--- src/design/text_console_escape_engine_defines.svh ---
// ----------------------------------------------------------------------------
// Text console escape engine assertion macros
// Shorthand for the concurrent checks at the end of the top level.
// ----------------------------------------------------------------------------
`ifndef TEXT_CONSOLE_ESCAPE_ENGINE_DEFINES_SVH
`define TEXT_CONSOLE_ESCAPE_ENGINE_DEFINES_SVH

// Check that a condition implies another in the same cycle.
`define TCE_ASSERT_SAME(lbl, clk, rst_n, ante, cons) \
    lbl: assert property (@(posedge clk) disable iff (!rst_n) (ante) |-> (cons)) \
        else $error("tce check failed");

// Check that a condition implies another in the next cycle.
`define TCE_ASSERT_NEXT(lbl, clk, rst_n, ante, cons) \
    lbl: assert property (@(posedge clk) disable iff (!rst_n) (ante) |=> (cons)) \
        else $error("tce check failed");

`endif

--- src/design/tce_pkg.sv ---
// ----------------------------------------------------------------------------
// Text console escape engine package
// Widths, character codes, command codes and the controller types.
// ----------------------------------------------------------------------------
`default_nettype none

package tce_pkg;

    // Geometry defaults
    localparam int TCE_MAX_COLS = 256;
    localparam int TCE_MAX_ROWS = 128;

    // Field widths
    localparam int CH_W    = 8;
    localparam int OP_W    = 2;
    localparam int ROW_W   = 7;
    localparam int COL_W   = 8;
    localparam int CUR_W   = 16;
    localparam int PARAM_W = 16;
    localparam int CFG_IW  = 2;
    localparam int CFG_DW  = 9;
    localparam int CCFG_W  = 9;
    localparam int RCFG_W  = 8;

    // Configuration register indexes
    localparam logic [CFG_IW-1:0] CFG_ENABLE = 2'd0;
    localparam logic [CFG_IW-1:0] CFG_COLS   = 2'd1;
    localparam logic [CFG_IW-1:0] CFG_ROWS   = 2'd2;

    localparam logic [CCFG_W-1:0] COLS_RST = 9'd80;
    localparam logic [RCFG_W-1:0] ROWS_RST = 8'd25;

    // Result operation codes
    localparam logic [OP_W-1:0] OP_DRAW   = 2'd0;
    localparam logic [OP_W-1:0] OP_CLEAR  = 2'd1;
    localparam logic [OP_W-1:0] OP_SCROLL = 2'd2;

    // Character codes
    localparam logic [CH_W-1:0] CH_ESC   = 8'h1B;
    localparam logic [CH_W-1:0] CH_LBR   = 8'h5B;
    localparam logic [CH_W-1:0] CH_J     = 8'h4A;
    localparam logic [CH_W-1:0] CH_H     = 8'h48;
    localparam logic [CH_W-1:0] CH_SEMI  = 8'h3B;
    localparam logic [CH_W-1:0] CH_NL    = 8'h0A;
    localparam logic [CH_W-1:0] CH_CR    = 8'h0D;
    localparam logic [CH_W-1:0] CH_BS    = 8'h08;
    localparam logic [CH_W-1:0] CH_SPACE = 8'h20;
    localparam logic [CH_W-1:0] CH_0     = 8'h30;
    localparam logic [CH_W-1:0] CH_9     = 8'h39;

    localparam logic [PARAM_W-1:0] PARAM_MAX = 16'hFFFF;
    localparam int DEC_BASE = 10;

    typedef enum logic [1:0] {PM_NORMAL, PM_ESC, PM_CSI} t_pmode;

    typedef enum logic [3:0] {
        S_INIT, S_IDLE, S_DECODE, S_DRAW, S_SCROLL, S_SCR_RD, S_SCR_WR,
        S_FILL, S_CLEAR, S_HCHK, S_EM_MARK, S_RD_CUR, S_EM_CUR
    } t_state;

    typedef enum logic [3:0] {
        BC_OTHER, BC_ESC, BC_LBR, BC_DIGIT, BC_SEMI, BC_J, BC_H, BC_NL, BC_CR, BC_BS
    } t_bcls;

    typedef enum logic [2:0] {
        CO_NONE, CO_HOME, CO_PLACE, CO_CR, CO_BS, CO_ADV, CO_NL
    } t_curop;

    typedef enum logic [1:0] {MK_NONE, MK_SET, MK_DROP} t_mkop;
    typedef enum logic [2:0] {ES_CHAR, ES_MARK, ES_CUR, ES_CLEAR, ES_SCROLL} t_esrc;
    typedef enum logic [1:0] {RS_MARK, RS_CUR, RS_SCR} t_rsel;
    typedef enum logic [1:0] {WS_NONE, WS_CHAR, WS_SPACE, WS_COPY} t_wsel;
    typedef enum logic [2:0] {WK_NONE, WK_ZERO, WK_LASTROW, WK_STEP, WK_ALL} t_wkop;

    // Commands from controller to datapath
    typedef struct packed {
        logic   load_ch;
        logic   p_clear;
        logic   p_digit;
        logic   p_semi;
        t_curop cur_op;
        t_mkop  mk_op;
        logic   emit;
        t_esrc  esrc;
        logic   elast;
        t_rsel  rsel;
        t_wsel  wsel;
        t_wkop  wk_op;
    } t_cmd;

    // Status from datapath to controller
    typedef struct packed {
        logic  en;
        t_bcls cls;
        logic  cur_on;
        logic  mark_on;
        logic  wrap_col;
        logic  wrap_row;
        logic  out_free;
        logic  one_row;
        logic  copy_end;
        logic  fill_end;
        logic  all_end;
    } t_stat;

endpackage

`default_nettype wire

--- src/design/tce_ctrl.sv ---
// ----------------------------------------------------------------------------
// Text console controller
// Escape parser mode and the sequencer for draws, clears, scrolls and the
// clearing pass after reset.
// ----------------------------------------------------------------------------
`default_nettype none

module tce_ctrl (
    input  wire logic     i_clk,
    input  wire logic     i_rst_n,
    input  wire logic     i_in_valid,
    output logic          o_in_ready,
    input  wire tce_pkg::t_stat i_stat,
    output tce_pkg::t_cmd  o_cmd
);
    import tce_pkg::*;

    t_state r_state, n_state;
    t_pmode r_mode, n_mode;
    logic   adv_scroll;

    assign adv_scroll = i_stat.wrap_col && i_stat.wrap_row;

    always_ff @(posedge i_clk) begin
        if (!i_rst_n) begin
            r_state <= S_INIT;
            r_mode  <= PM_NORMAL;
        end else begin
            r_state <= n_state;
            r_mode  <= n_mode;
        end
    end

    // Next state and parser mode
    always_comb begin
        n_state = r_state;
        n_mode  = r_mode;
        case (r_state)
            S_INIT: begin
                if (i_stat.all_end) n_state = S_IDLE;
            end
            S_IDLE: begin
                if (i_in_valid) n_state = S_DECODE;
            end
            S_DECODE: begin
                n_state = S_IDLE;
                if (i_stat.en) begin
                    case (r_mode)
                        PM_NORMAL: begin
                            case (i_stat.cls)
                                BC_ESC: n_mode = PM_ESC;
                                BC_NL: begin
                                    if (i_stat.wrap_row) n_state = S_SCROLL;
                                end
                                BC_CR, BC_BS: ;
                                default: begin
                                    if (i_stat.cur_on) begin
                                        n_state = S_DRAW;
                                    end else if (adv_scroll) begin
                                        n_state = S_SCROLL;
                                    end
                                end
                            endcase
                        end
                        PM_ESC: begin
                            n_mode = (i_stat.cls == BC_LBR) ? PM_CSI : PM_NORMAL;
                        end
                        default: begin
                            if (i_stat.cls != BC_DIGIT && i_stat.cls != BC_SEMI) begin
                                n_mode = PM_NORMAL;
                                if (i_stat.cls == BC_J) n_state = S_CLEAR;
                                if (i_stat.cls == BC_H) n_state = S_HCHK;
                            end
                        end
                    endcase
                end
            end
            S_DRAW: begin
                if (i_stat.out_free) n_state = adv_scroll ? S_SCROLL : S_IDLE;
            end
            S_SCROLL: begin
                if (i_stat.out_free) n_state = i_stat.one_row ? S_FILL : S_SCR_RD;
            end
            S_SCR_RD: n_state = S_SCR_WR;
            S_SCR_WR: n_state = i_stat.copy_end ? S_FILL : S_SCR_RD;
            S_FILL: begin
                if (i_stat.fill_end) n_state = S_IDLE;
            end
            S_CLEAR: begin
                if (i_stat.out_free) n_state = S_FILL;
            end
            S_HCHK: begin
                if (i_stat.mark_on) begin
                    n_state = S_EM_MARK;
                end else if (i_stat.cur_on) begin
                    n_state = S_EM_CUR;
                end else begin
                    n_state = S_IDLE;
                end
            end
            S_EM_MARK: begin
                if (i_stat.out_free) n_state = i_stat.cur_on ? S_RD_CUR : S_IDLE;
            end
            S_RD_CUR: n_state = S_EM_CUR;
            S_EM_CUR: begin
                if (i_stat.out_free) n_state = S_IDLE;
            end
            default: n_state = S_IDLE;
        endcase
    end

    // Commands toward the datapath
    always_comb begin
        o_cmd      = '0;
        o_in_ready = 1'b0;
        case (r_state)
            S_INIT: begin
                o_cmd.wsel  = WS_SPACE;
                o_cmd.wk_op = WK_ALL;
            end
            S_IDLE: begin
                o_in_ready    = 1'b1;
                o_cmd.load_ch = 1'b1;
            end
            S_DECODE: begin
                if (i_stat.en) begin
                    case (r_mode)
                        PM_NORMAL: begin
                            case (i_stat.cls)
                                BC_ESC: ;
                                BC_NL:  o_cmd.cur_op = CO_NL;
                                BC_CR:  o_cmd.cur_op = CO_CR;
                                BC_BS:  o_cmd.cur_op = CO_BS;
                                default: begin
                                    if (!i_stat.cur_on) o_cmd.cur_op = CO_ADV;
                                end
                            endcase
                        end
                        PM_ESC: begin
                            if (i_stat.cls == BC_LBR) o_cmd.p_clear = 1'b1;
                        end
                        default: begin
                            case (i_stat.cls)
                                BC_DIGIT: o_cmd.p_digit = 1'b1;
                                BC_SEMI:  o_cmd.p_semi  = 1'b1;
                                BC_J: begin
                                    o_cmd.cur_op = CO_HOME;
                                    o_cmd.mk_op  = MK_DROP;
                                end
                                BC_H:    o_cmd.cur_op = CO_PLACE;
                                default: ;
                            endcase
                        end
                    endcase
                end
            end
            S_DRAW: begin
                if (i_stat.out_free) begin
                    o_cmd.emit   = 1'b1;
                    o_cmd.esrc   = ES_CHAR;
                    o_cmd.elast  = !adv_scroll;
                    o_cmd.wsel   = WS_CHAR;
                    o_cmd.cur_op = CO_ADV;
                end
            end
            S_SCROLL: begin
                if (i_stat.out_free) begin
                    o_cmd.emit  = 1'b1;
                    o_cmd.esrc  = ES_SCROLL;
                    o_cmd.elast = 1'b1;
                    o_cmd.wk_op = i_stat.one_row ? WK_LASTROW : WK_ZERO;
                end
            end
            S_SCR_RD: begin
                o_cmd.rsel = RS_SCR;
            end
            S_SCR_WR: begin
                o_cmd.rsel  = RS_SCR;
                o_cmd.wsel  = WS_COPY;
                o_cmd.wk_op = i_stat.copy_end ? WK_LASTROW : WK_STEP;
            end
            S_FILL: begin
                o_cmd.wsel  = WS_SPACE;
                o_cmd.wk_op = WK_STEP;
            end
            S_CLEAR: begin
                if (i_stat.out_free) begin
                    o_cmd.emit  = 1'b1;
                    o_cmd.esrc  = ES_CLEAR;
                    o_cmd.elast = 1'b1;
                    o_cmd.wk_op = WK_ZERO;
                end
            end
            S_HCHK: begin
                o_cmd.rsel = i_stat.mark_on ? RS_MARK : RS_CUR;
                if (!i_stat.mark_on && !i_stat.cur_on) o_cmd.mk_op = MK_DROP;
            end
            S_EM_MARK: begin
                o_cmd.rsel = RS_MARK;
                if (i_stat.out_free) begin
                    o_cmd.emit  = 1'b1;
                    o_cmd.esrc  = ES_MARK;
                    o_cmd.elast = !i_stat.cur_on;
                    if (!i_stat.cur_on) o_cmd.mk_op = MK_DROP;
                end
            end
            S_RD_CUR: begin
                o_cmd.rsel = RS_CUR;
            end
            S_EM_CUR: begin
                o_cmd.rsel = RS_CUR;
                if (i_stat.out_free) begin
                    o_cmd.emit  = 1'b1;
                    o_cmd.esrc  = ES_CUR;
                    o_cmd.elast = 1'b1;
                    o_cmd.mk_op = MK_SET;
                end
            end
            default: ;
        endcase
    end

endmodule

`default_nettype wire

--- config.mk ---
export PLATFORM = sky130hd
export DESIGN_NAME = tce_ctrl
export DESIGN_NICKNAME = d
export VERILOG_FILES = /design/src/design/text_console_escape_engine_defines.svh /design/src/design/tce_pkg.sv /design/src/design/tce_ctrl.sv
export SDC_FILE = /design/constraint.sdc
export NUM_CORES = 1
export LEC_CHECK = 0
export ABC_AREA = 1
export BUFFER_PORTS_ARGS = -buffer_cell sky130_fd_sc_hd__buf_2
export CAP_MARGIN = 15
export CORE_MARGIN = 3
export CORE_UTILIZATION = 30
export CTS_CLUSTER_DIAMETER = 120
export DETAILED_ROUTE_END_ITERATION = 8
export GPL_ROUTABILITY_DRIVEN = 1
export HOLD_SLACK_MARGIN = 0.1
export MAX_ROUTING_LAYER = met4
export PLACE_DENSITY_LB_ADDON = 0.2
export SYNTH_ARGS = -nofsm -noshare
export SYNTH_HDL_FRONTEND = slang
export SYNTH_SLANG_ARGS = --single-unit
export TNS_END_PERCENT = 10
--- constraint.sdc ---
create_clock -name i_clk -period 2.05 [get_ports i_clk]
set_clock_uncertainty 0.2 [all_clocks]
set_input_delay 0.41 -clock i_clk [delete_from_list [all_inputs] [get_ports i_clk]]
set_output_delay 0.41 -clock i_clk [all_outputs]
set_load 0.03 [all_outputs]
; Yosys cells after proc, flatten, opt, wreduce, memory -nomap -nowiden
; Index checks and enable logic that the tools add are counted.
[totals]
out_inout_bits = 22
register_bits = 6
elab_cells = 112
[op_classes]
n_mux = 61
n_reduce_logical = 16
n_eq_ne = 33
[ops]
columns = cell, n
row1 = 4-bit two-way mux, 15
row2 = 4-bit case mux with 13 select lines, 1
row3 = 4-bit by 3-bit equality test with 1-bit output (second input constant), 8
row4 = 4-bit equality test (second input constant), 7
row5 = 5-bit case mux with 5 select lines, 1
row6 = 2-bit two-way mux, 12
row7 = 3-bit two-way mux, 6
row8 = 3-bit case mux with 2 select lines, 3
row9 = 4-bit by 2-bit equality test with 1-bit output (second input constant), 4
row10 = 2-bit != test (second input constant), 8
row11 = 5-bit two-way mux, 3
row12 = 3-bit case mux with 5 select lines, 1
row13 = 2-bit case mux with 3 select lines, 2
row14 = 3-bit case mux with 4 select lines, 1
row15 = 1-bit two-way mux, 9
row16 = 4-bit by 1-bit equality test with 1-bit output (second input constant), 2
row17 = 8-bit two-way mux, 1
row18 = 2-bit case mux with 2 select lines, 2
row19 = 2-bit case mux with 4 select lines, 1
row20 = 4-bit case mux with 2 select lines, 1
row21 = 8-bit AND reduction, 1
row22 = 2-bit OR reduction, 4
row23 = 7-bit two-way mux, 1
row24 = 6-bit two-way mux, 1
row25 = 11 further kinds, 15

; Logic depth before layout (Yosys ltp)
[depth]
depth_word = 7
ltp_mapped = 11
mapped_depth_nobuf = 10

; Worst setup path after synthesis
; No wires, ideal clock.
[synth_timing]
path_kind = input to output
from = in i_stat[9] (netlist name)
to = out o_cmd[14] (netlist name)
path_slack_ns = -0.252
required_time_ns = 1.440
path_buffers = 0
t_arrival_ns = 1.692
stages = 9
path_cell_list = inv_1 -> nor2_1 -> nand2_1 -> nand2_1 -> nor2_1 -> nand2_1 -> nand3b_1 -> nand2_1 -> o21ai_0
[synth_rtl]
columns = element, line
row1 = from (decl), tce_ctrl.sv:13  ; input wire tce_pkg::t_stat i_stat,
row2 = to (decl), tce_ctrl.sv:14  ; output tce_pkg::t_cmd o_cmd

==> results.cfg <==
[critical_path]
crit_path_max_fanout = 4
endpoint_kind = output pin
regToRegSetupSlack_ns = 0.40
sequence_of_cells_on_the_critical_path = buf_4 -> nor2_4 -> nand3_2 -> o221ai_2 -> buf_6
path_class = flip-flop to output pin
arrival_time_reported_for_the_critical_path_endpoint_ns = 1.45
cp.required_ns = 1.44
timing.critical_path.from_type = flip-flop
slowest_delay_ns = 0.37
critical-path-slowest-cell = dfxtp_4

[grt]
gr_usage_total = 0.1589
antenna_found_initial = 0
grt_start_max_net_pins = 8
grt_pass1_wl_um = 5292
number_of_global_route_vias_before_repair = 1284
grt_overflow_total = 0

[routing]
drtIter0Drc = 52
detail_route.first_pass.iterations = 4
detail_route.drc_violations = 0
route.final.wire_length_um = 3447
via_count = 1429
avgRoutedWirePerCell_um = 11.26
drt.antenna.violating_nets = 0
viasPerCell = 4.670

[timing]
finalHoldViolCount = 0
tightest_slew_ns = 0.3323
setup_total_negative_slack_ns = -0.01191
setup_slack_ns = -0.01191
post-route-period-util = 1.006
finalMaxSlewViolations = 0
rsz_0062_raised_after_global_routing = true
timing.slew.headroom = 0.7782
setup_viol_count_final = 1
maxClockFrequency_ghz = 0.4850
timing.final.crit_period_ns = 2.062

[floorplan]
rows = 20
fp.dieArea_mm2 = 0.004204
floorplan.io_pins = 39
die_h_um = 64.84
core_region_area_mm2 = 0.003178
initial_core_util = 0.3268
die_x_um = 64.84

[finish]
finish.net_count = 281
final_core_utilization = 0.5437
stdcell_area_mm2 = 0.001728
areaGrowthSynthToFinish_pct = 66.39
fraction_of_final_layout_cells_sized_beyond_drive_strength_1 = 0.4924
post_layout_nonfiller_instances = 306
antenna_cells_inserted = 0

[synth]
synth-edff-count = 0
number_of_library_cell_types_mapped_by_synthesis = 27
synthArstFlopShare = 0
mappedNetlistArea_mm2 = 0.001038
synth_ff_type = dfxtp_1
mean_instance_size_in_the_synthesized_netlist_um2 = 5.245
yosys_warnings = 0
synth-seq-cells = 6
cell_count_after_synthesis = 198
yosysSeqAreaShare = 0.1157
synthesis.nets = 215

[power]
max-vdd-ir-drop_mv = 0.4223
cellLeakagePower_nw = 0.8968
power_density_mw_per_mm2 = 624.1

[placement]
dp_hpwl_um = 2676
dp_cells = 296
io_buffer_count = 38
gp_congestion = 0.9260
placedInstanceArea_mm2 = 0.001399

[cts]
clkLatencyLatePin_ns = 0.24
total_of_hold_buffers_inserted_after_clock_tree_synthesis = 0
clock_slew_at_the_register_clock_pins_of_the_worst_setup_and_hold_paths_ns = 0.04
tritoncts = yes
ctsRootBufferMaster = clkbuf_4
maximum_level_of_the_cts_h_tree = 1
cts.sinks = 6
clock_tree.buffer_depth = 2
numCtsBuffers = 3

[run]
timing.max_cap.violations = 0

[outcome]
outcome = finished, violations left
failed_checks = setup timing

[hold_path]
hold_path.class = input pin to flip-flop
per-stage QoR:
step	hold slack (ns)	power [mW]	worst slack [ns]
floorplan	0.2566	0.6335	-0.1436
global placement	0.2808	0.7976	-0.01919
detailed placement	0.2837	0.7945	-0.02008
CTS	0.2139	0.9456	-0.02046
global route	0.2054	1.168	-0.09830
finish	0.2233	1.078	-0.01191
registers in the layout, indices dropped and copies added, names as in the netlist:
signal / cells
r_mode: 2
r_state: 4
logic make-up after synthesis:
family / after synthesis / synth area share
and+or+nand+nor: 133 / 0.5976
AOI/OAI and AO/OA: 23 / 0.1350
buffers and inverters: 36 / 0.1518
DFF: 6 / 0.1157
routing by layer:
metal / part of all wire / vias up / global-route usage
met4: 0.015 / 0 / 0.02375
met1: 0.42 / 629 / 0.1906
met2: 0.52 / 42 / 0.2835
met3: 0.046 / 5 / 0.02600
li1: - / 753 / -
met5: 0 / - / -
worst max-delay path: cells and delay by family (launching register included):
family	cells	cell delay (ns)
DFF	1	0.37
buffers and inverters	2	0.31
AOI/OAI and AO/OA	1	0.24
and+or+nand+nor	2	0.29
where the power goes:
group	switching [mW]	internal [mW]	leakage, nW
Combinational	0.500	0.297	0.831
Clock	0.0391	0.0660	0.0138
Sequential	0.0341	0.142	0.0522
Total	0.573	0.505	0.897
cell usage after synthesis, drive strengths merged (2+ instances only):
cell type	instances	area, µm²
buf	3	30.03
nand4	3	18.77
o211ai	3	22.52
inv	32	122.6
o221ai	2	17.52
o21ai	6	30.03
nand3	15	92.59
nor3	2	10.01
nand3b	2	15.01
dfxtp	6	120.1
a21oi	10	57.56
nand2	71	301.5
nor2	39	176.4
layout by cell type (no fill, tap or decap), types with 2 or more instances in the layout:
cell type,Yosys,final
inv_2,5,7
nand2_4,3,7
nand2_1,63,58
clkbuf_4,0,3
o211ai_1,3,3
buf_12,0,2
nand3_1,13,9
inv_4,1,4
o221ai_2,0,2
nor2_4,3,8
inv_1,26,19
buf_2,0,27
o21ai_0,6,4
a21oi_2,2,2
inv_6,0,2
a21oi_1,8,8
nand3_2,1,5
buf_6,2,10
dfxtp_4,0,4
nand4_1,3,3
buf_4,1,25
nand3b_1,2,2
nor2_1,33,22
nor2_2,3,9
nand2_2,5,6
path summary, 6_finish.rpt:
path / start / end / cells past startpoint
setup reg to reg: r_state[3] / r_state[2] / 9
setup / recovery: r_state[3] / o_cmd[7] / 5
hold reg to reg: r_mode[0] / r_mode[0] / 2
hold / removal: i_rst_n / r_state[0] / 3
final cells by class:
type                       instances  area, µm²
clock buffer                       3      22.52
fill                             353       1450
inverter                          33      145.1
multi-input combinational        156      893.4
sequential                         6      136.4
tap                               44      55.05
timing repair buffer              64      475.5
repair_timing:
action | CTS | global route
setup buffers | 2 | 5
resized for setup | 30 | 50
pin swaps | 7 | 16
gates cloned | 0 | 0
setup endpoints to repair | 12 | 16
Note: power is estimated with default switching activity, not from simulation.
